==> src/sv/abtc_pkg.sv <==
// Shared types for the ARP binding table check: command and status codes,
// table entry layout and the command record passed from queue to engine.
// No dependencies.
`timescale 1ns / 1ps

package abtc_pkg;

    localparam int IP_W    = 32;
    localparam int MAC_W   = 48;
    localparam int SESS_W  = 16;
    localparam int USED_W  = 11;
    localparam int SPOOF_W = 32;

    typedef enum logic [1:0] {
        OP_ADD      = 2'd0,
        OP_DEL_IP   = 2'd1,
        OP_DEL_SESS = 2'd2,
        OP_VALIDATE = 2'd3
    } op_t;

    typedef enum logic [2:0] {
        ST_DONE    = 3'd0,
        ST_FULL    = 3'd1,
        ST_PASS    = 3'd2,
        ST_SPOOF   = 3'd3,
        ST_UNKNOWN = 3'd4
    } status_t;

    typedef struct packed {
        logic              valid;
        logic [IP_W-1:0]   ip;
        logic [MAC_W-1:0]  mac;
        logic [SESS_W-1:0] sess;
    } entry_t;

    typedef struct packed {
        op_t               op;
        logic              bypass;
        logic [IP_W-1:0]   ip;
        logic [MAC_W-1:0]  mac;
        logic [SESS_W-1:0] sess;
    } cmd_t;

endpackage

==> src/sv/abtc_cmd_queue.sv <==
// Front end: holds check_enable, classifies each incoming item and keeps
// it in a two-entry queue for the engine. Depends on abtc_pkg.
`timescale 1ns / 1ps

module abtc_cmd_queue (
    input  logic                         clk,
    input  logic                         rst_n,
    input  logic                         cfg_write,
    input  logic                         cfg_data,
    input  logic                         push,
    input  logic [1:0]                   op,
    input  logic [abtc_pkg::IP_W-1:0]    ip_addr,
    input  logic [abtc_pkg::MAC_W-1:0]   mac_addr,
    input  logic [abtc_pkg::SESS_W-1:0]  session_num,
    output logic                         full,
    output logic                         cmd_valid,
    output abtc_pkg::cmd_t               cmd,
    input  logic                         cmd_pop
);

    logic           check_en_reg;
    abtc_pkg::cmd_t slot_reg [2];
    logic           wptr_reg;
    logic           rptr_reg;
    logic [1:0]     cnt_reg;
    abtc_pkg::cmd_t in_cmd;
    logic           do_push;
    logic           do_pop;

    assign full      = (cnt_reg == 2'd2);
    assign cmd_valid = (cnt_reg != 2'd0);
    assign cmd       = slot_reg[rptr_reg];
    assign do_push   = push && !full;
    assign do_pop    = cmd_pop && cmd_valid;

    // A validate with checking off needs no table scan.
    always_comb
    begin
        in_cmd.op     = abtc_pkg::op_t'(op);
        in_cmd.bypass = (abtc_pkg::op_t'(op) == abtc_pkg::OP_VALIDATE) && !check_en_reg;
        in_cmd.ip     = ip_addr;
        in_cmd.mac    = mac_addr;
        in_cmd.sess   = session_num;
    end

    always_ff @(posedge clk or negedge rst_n)
    begin
        if (!rst_n)
        begin
            check_en_reg <= 1'b1;
            wptr_reg     <= 1'b0;
            rptr_reg     <= 1'b0;
            cnt_reg      <= 2'd0;
        end
        else
        begin
            if (cfg_write)
                check_en_reg <= cfg_data;
            if (do_push)
                wptr_reg <= !wptr_reg;
            if (do_pop)
                rptr_reg <= !rptr_reg;
            cnt_reg <= cnt_reg + {1'b0, do_push} - {1'b0, do_pop};
        end
    end

    always_ff @(posedge clk)
    begin
        if (do_push)
            slot_reg[wptr_reg] <= in_cmd;
    end

endmodule

==> config.mk <==
export PLATFORM = sky130hd
export DESIGN_NAME = abtc_cmd_queue
export DESIGN_NICKNAME = d
export VERILOG_FILES = /design/src/sv/abtc_pkg.sv /design/src/sv/abtc_cmd_queue.sv
export SDC_FILE = /design/constraint.sdc
export NUM_CORES = 1
export LEC_CHECK = 0
export BUFFER_PORTS_ARGS = -buffer_cell sky130_fd_sc_hd__buf_2
export CORE_AREA = 4 4 176 110
export CTS_BUF_LIST = sky130_fd_sc_hd__clkbuf_16
export CTS_CLUSTER_SIZE = 28
export DETAILED_ROUTE_END_ITERATION = 16
export DIE_AREA = 0 0 180 114
export PLACE_DENSITY = 0.66
export SKIP_CTS_REPAIR_TIMING = 1
export SLEW_MARGIN = 20
export SYNTH_ARGS = -nofsm -noshare
export SYNTH_HDL_FRONTEND = slang
export SYNTH_SLANG_ARGS = --single-unit
==> constraint.sdc <==
create_clock -name clk -period 7.37 [get_ports clk]
set_clock_uncertainty 0.1 [all_clocks]
set_input_delay 0 -clock clk [delete_from_list [all_inputs] [get_ports clk]]
set_output_delay 0 -clock clk [all_outputs]
set_load 0.1 [all_outputs]
==> out/results.ini <==
[worst_hold_path]
worstHoldPathCells = 2
hp-start = ip_addr[30]
min-delay-path-class = in2reg
hold_path_end = slot_reg[1][94]$_DFFE_PP_

[sta]
slew_viol_final = 0
fmax_mhz = 322.5
slew_headroom_pct = 40.86
finalCritPeriodShare_pct = 42.07
fin_crit_ns = 3.100
setup_tns_ns = 0
timing.final.hold_violations = 0
rsz0062_at_grt = false
tightestPinTransition_ns = 0.8870
setup-violations-final = 0

[die]
initial_core_util_pct = 44.50
num_io_pins = 205
rows = 38
die_h_um = 114
die_w_um = 180
fp.dieArea_um2 = 20520
core_area_um2 = 17730

[worst_setup_path]
startpoint = rptr_reg$_DFFE_PN0P_
crit_buf_inv = 3
start_kind = flop
worstPathArrival_ns = 3.00
ff2ff_setup_slack_ns = 4.94
path_cells = buf_16 > buf_4 > mux2_4 > buf_2
r2r-start = cnt_reg[1]$_DFF_PN0_
path_delay_family = buffers and inverters
end_kind = primary output
timing.rr.end = slot_reg[1][8]$_DFFE_PP_
path_max_fanout = 44
path_class = reg2out
reg2reg_depth = 3
cpPeakStageDelay_ns = 0.77
crit_path_top_delay_cell = dfrtp_4
crit_required_ns = 7.27

[clock_network]
cts_max_path_buffers = 3
h-tree-depth = 1
cts_tree = built
cts_buffers = 20
clock_sinks = 203
insertion_delay_ns = 0.48
ctsRootBufferMaster = clkbuf_16
path_clk_slew_ns = 0.06

[finish]
antenna-diode-count = 0
drive_gt1_share_pct = 51.12
largest_reg_flops = 198
area_growth_pct = 36.29
layout.nets = 759

[run_status]
status = finished clean

[detailed_routing]
routed_wl_um = 15270
vias = 4180
drcViolationCount = 0
drt_first_iter_violations = 320
dr.pass1.iters = 4
viasPerCell = 4.609
avgRoutedWirePerCell_um = 16.84
ant_nets = 0

[global_route]
antenna_found_initial = 0
first_global_vias = 3975
grt_max_degree = 87
track_usage_pct = 13.36
gr-total-overflow = 0
grt_pass1_wl_um = 21530

[logic_synthesis]
yosys_warnings = 0
ys_types = 17
synth_area_leaders = edfxtp_1, mux2_4, buf_12
syn-num-nets = 436
synth_edf_count = 198
yosys-top-cells-count = edfxtp_1, mux2_4, buf_12
postSynthCellCount = 330
synth_area_um2 = 7891
yosysTopAreaCell = edfxtp_1
synth_flop_cell = edfxtp_1
yosysMostFrequentCell = edfxtp_1
ys_async_sr_fraction_pct = 2.463
synth-seq-area-share_pct = 76.95
synth.avg_cell_area_um2 = 23.91
synth_top_area_share_pct = 75.34
yosys_register_bits = 203

[placed_design]
place.gp.congestion = 0.7239
port_buffers = 204

[run]
maxCapViolCount = 0

[metrics by stage]
step | instances | cell area (µm²) | hold WS, ns | setup slack [ns] | util (%)
after detailed placement | 766 | 9040 | -0.2726 | 4.540 | 50.97
final | 907 | 10760 | 0.1354 | 4.270 | 60.65
after CTS | 802 | 9683 | -0.7962 | 4.009 | 54.60
after global routing | 907 | 10760 | 0.1161 | 4.109 | 60.65
after global placement | 766 | 9040 | -0.2774 | 4.561 | 50.97
after floorplan | 330 | 7891 | -0.3956 | 2.003 | -
[layout by cell type (no fill, tap or decap)]
cell	instances
clkinvlp_4	1
and2_4	1
nand2b_1	1
or2_1	1
nor2_1	1
mux2_2	1
ha_1	2
nand2_1	2
and3_4	1
buf_16	1
buf_4	2
bufinv_16	2
dlygate4sd3_1	104
mux2_4	99
clkinv_1	3
edfxtp_1	198
buf_2	204
xor2_1	1
xnor2_1	3
dfrtp_1	3
buf_6	1
nor2_4	1
clkinv_2	4
clkbuf_16	21
dfrtp_4	1
dfstp_2	1
inv_1	7
[area by class of cell]
class	count	area [µm²]
sequential	203	6076
inverter	2	7.507
multi-input combinational	114	1613
timing repair buffer	312	2116
clock buffer	21	525.5
fill	1261	6979
clock inverter	15	117.6
tap	240	300.3
[worst max-delay path by stage]
stage / endpoint / cells past startpoint / slack [ns]
final: cmd[8] / 4 / 4.27
after global routing: cmd[8] / 4 / 4.11
after CTS: cmd[8] / 3 / 4.01
after detailed placement: cmd[8] / 3 / 4.54
after global placement: cmd[8] / 3 / 4.56
after floorplan: slot_reg[0][0]$_DFFE_PP_ / 3 / 2.00
[per-layer routing]
metal | up-vias | share of wire (%) | GRT usage (%)
met2 | 171 | 46 | 21.23
met5 | - | 0 | 0
li1 | 1952 | - | -
met4 | 0 | 1.8 | 3.044
met1 | 2035 | 43 | 17.20
met3 | 22 | 8.9 | 5.895
[cell families after synthesis]
group / synth area share, %
buffers and inverters: 2.775
adders and majority gates: 0.3171
DFF: 76.95
xor gates and xnor gates: 0.4440
muxes: 18.98
and+or+nand+nor: 0.5393
Power is left out: the tool's default activity adds up to more than one toggle a clock period on the data nets, which glitch-free logic cannot reach.
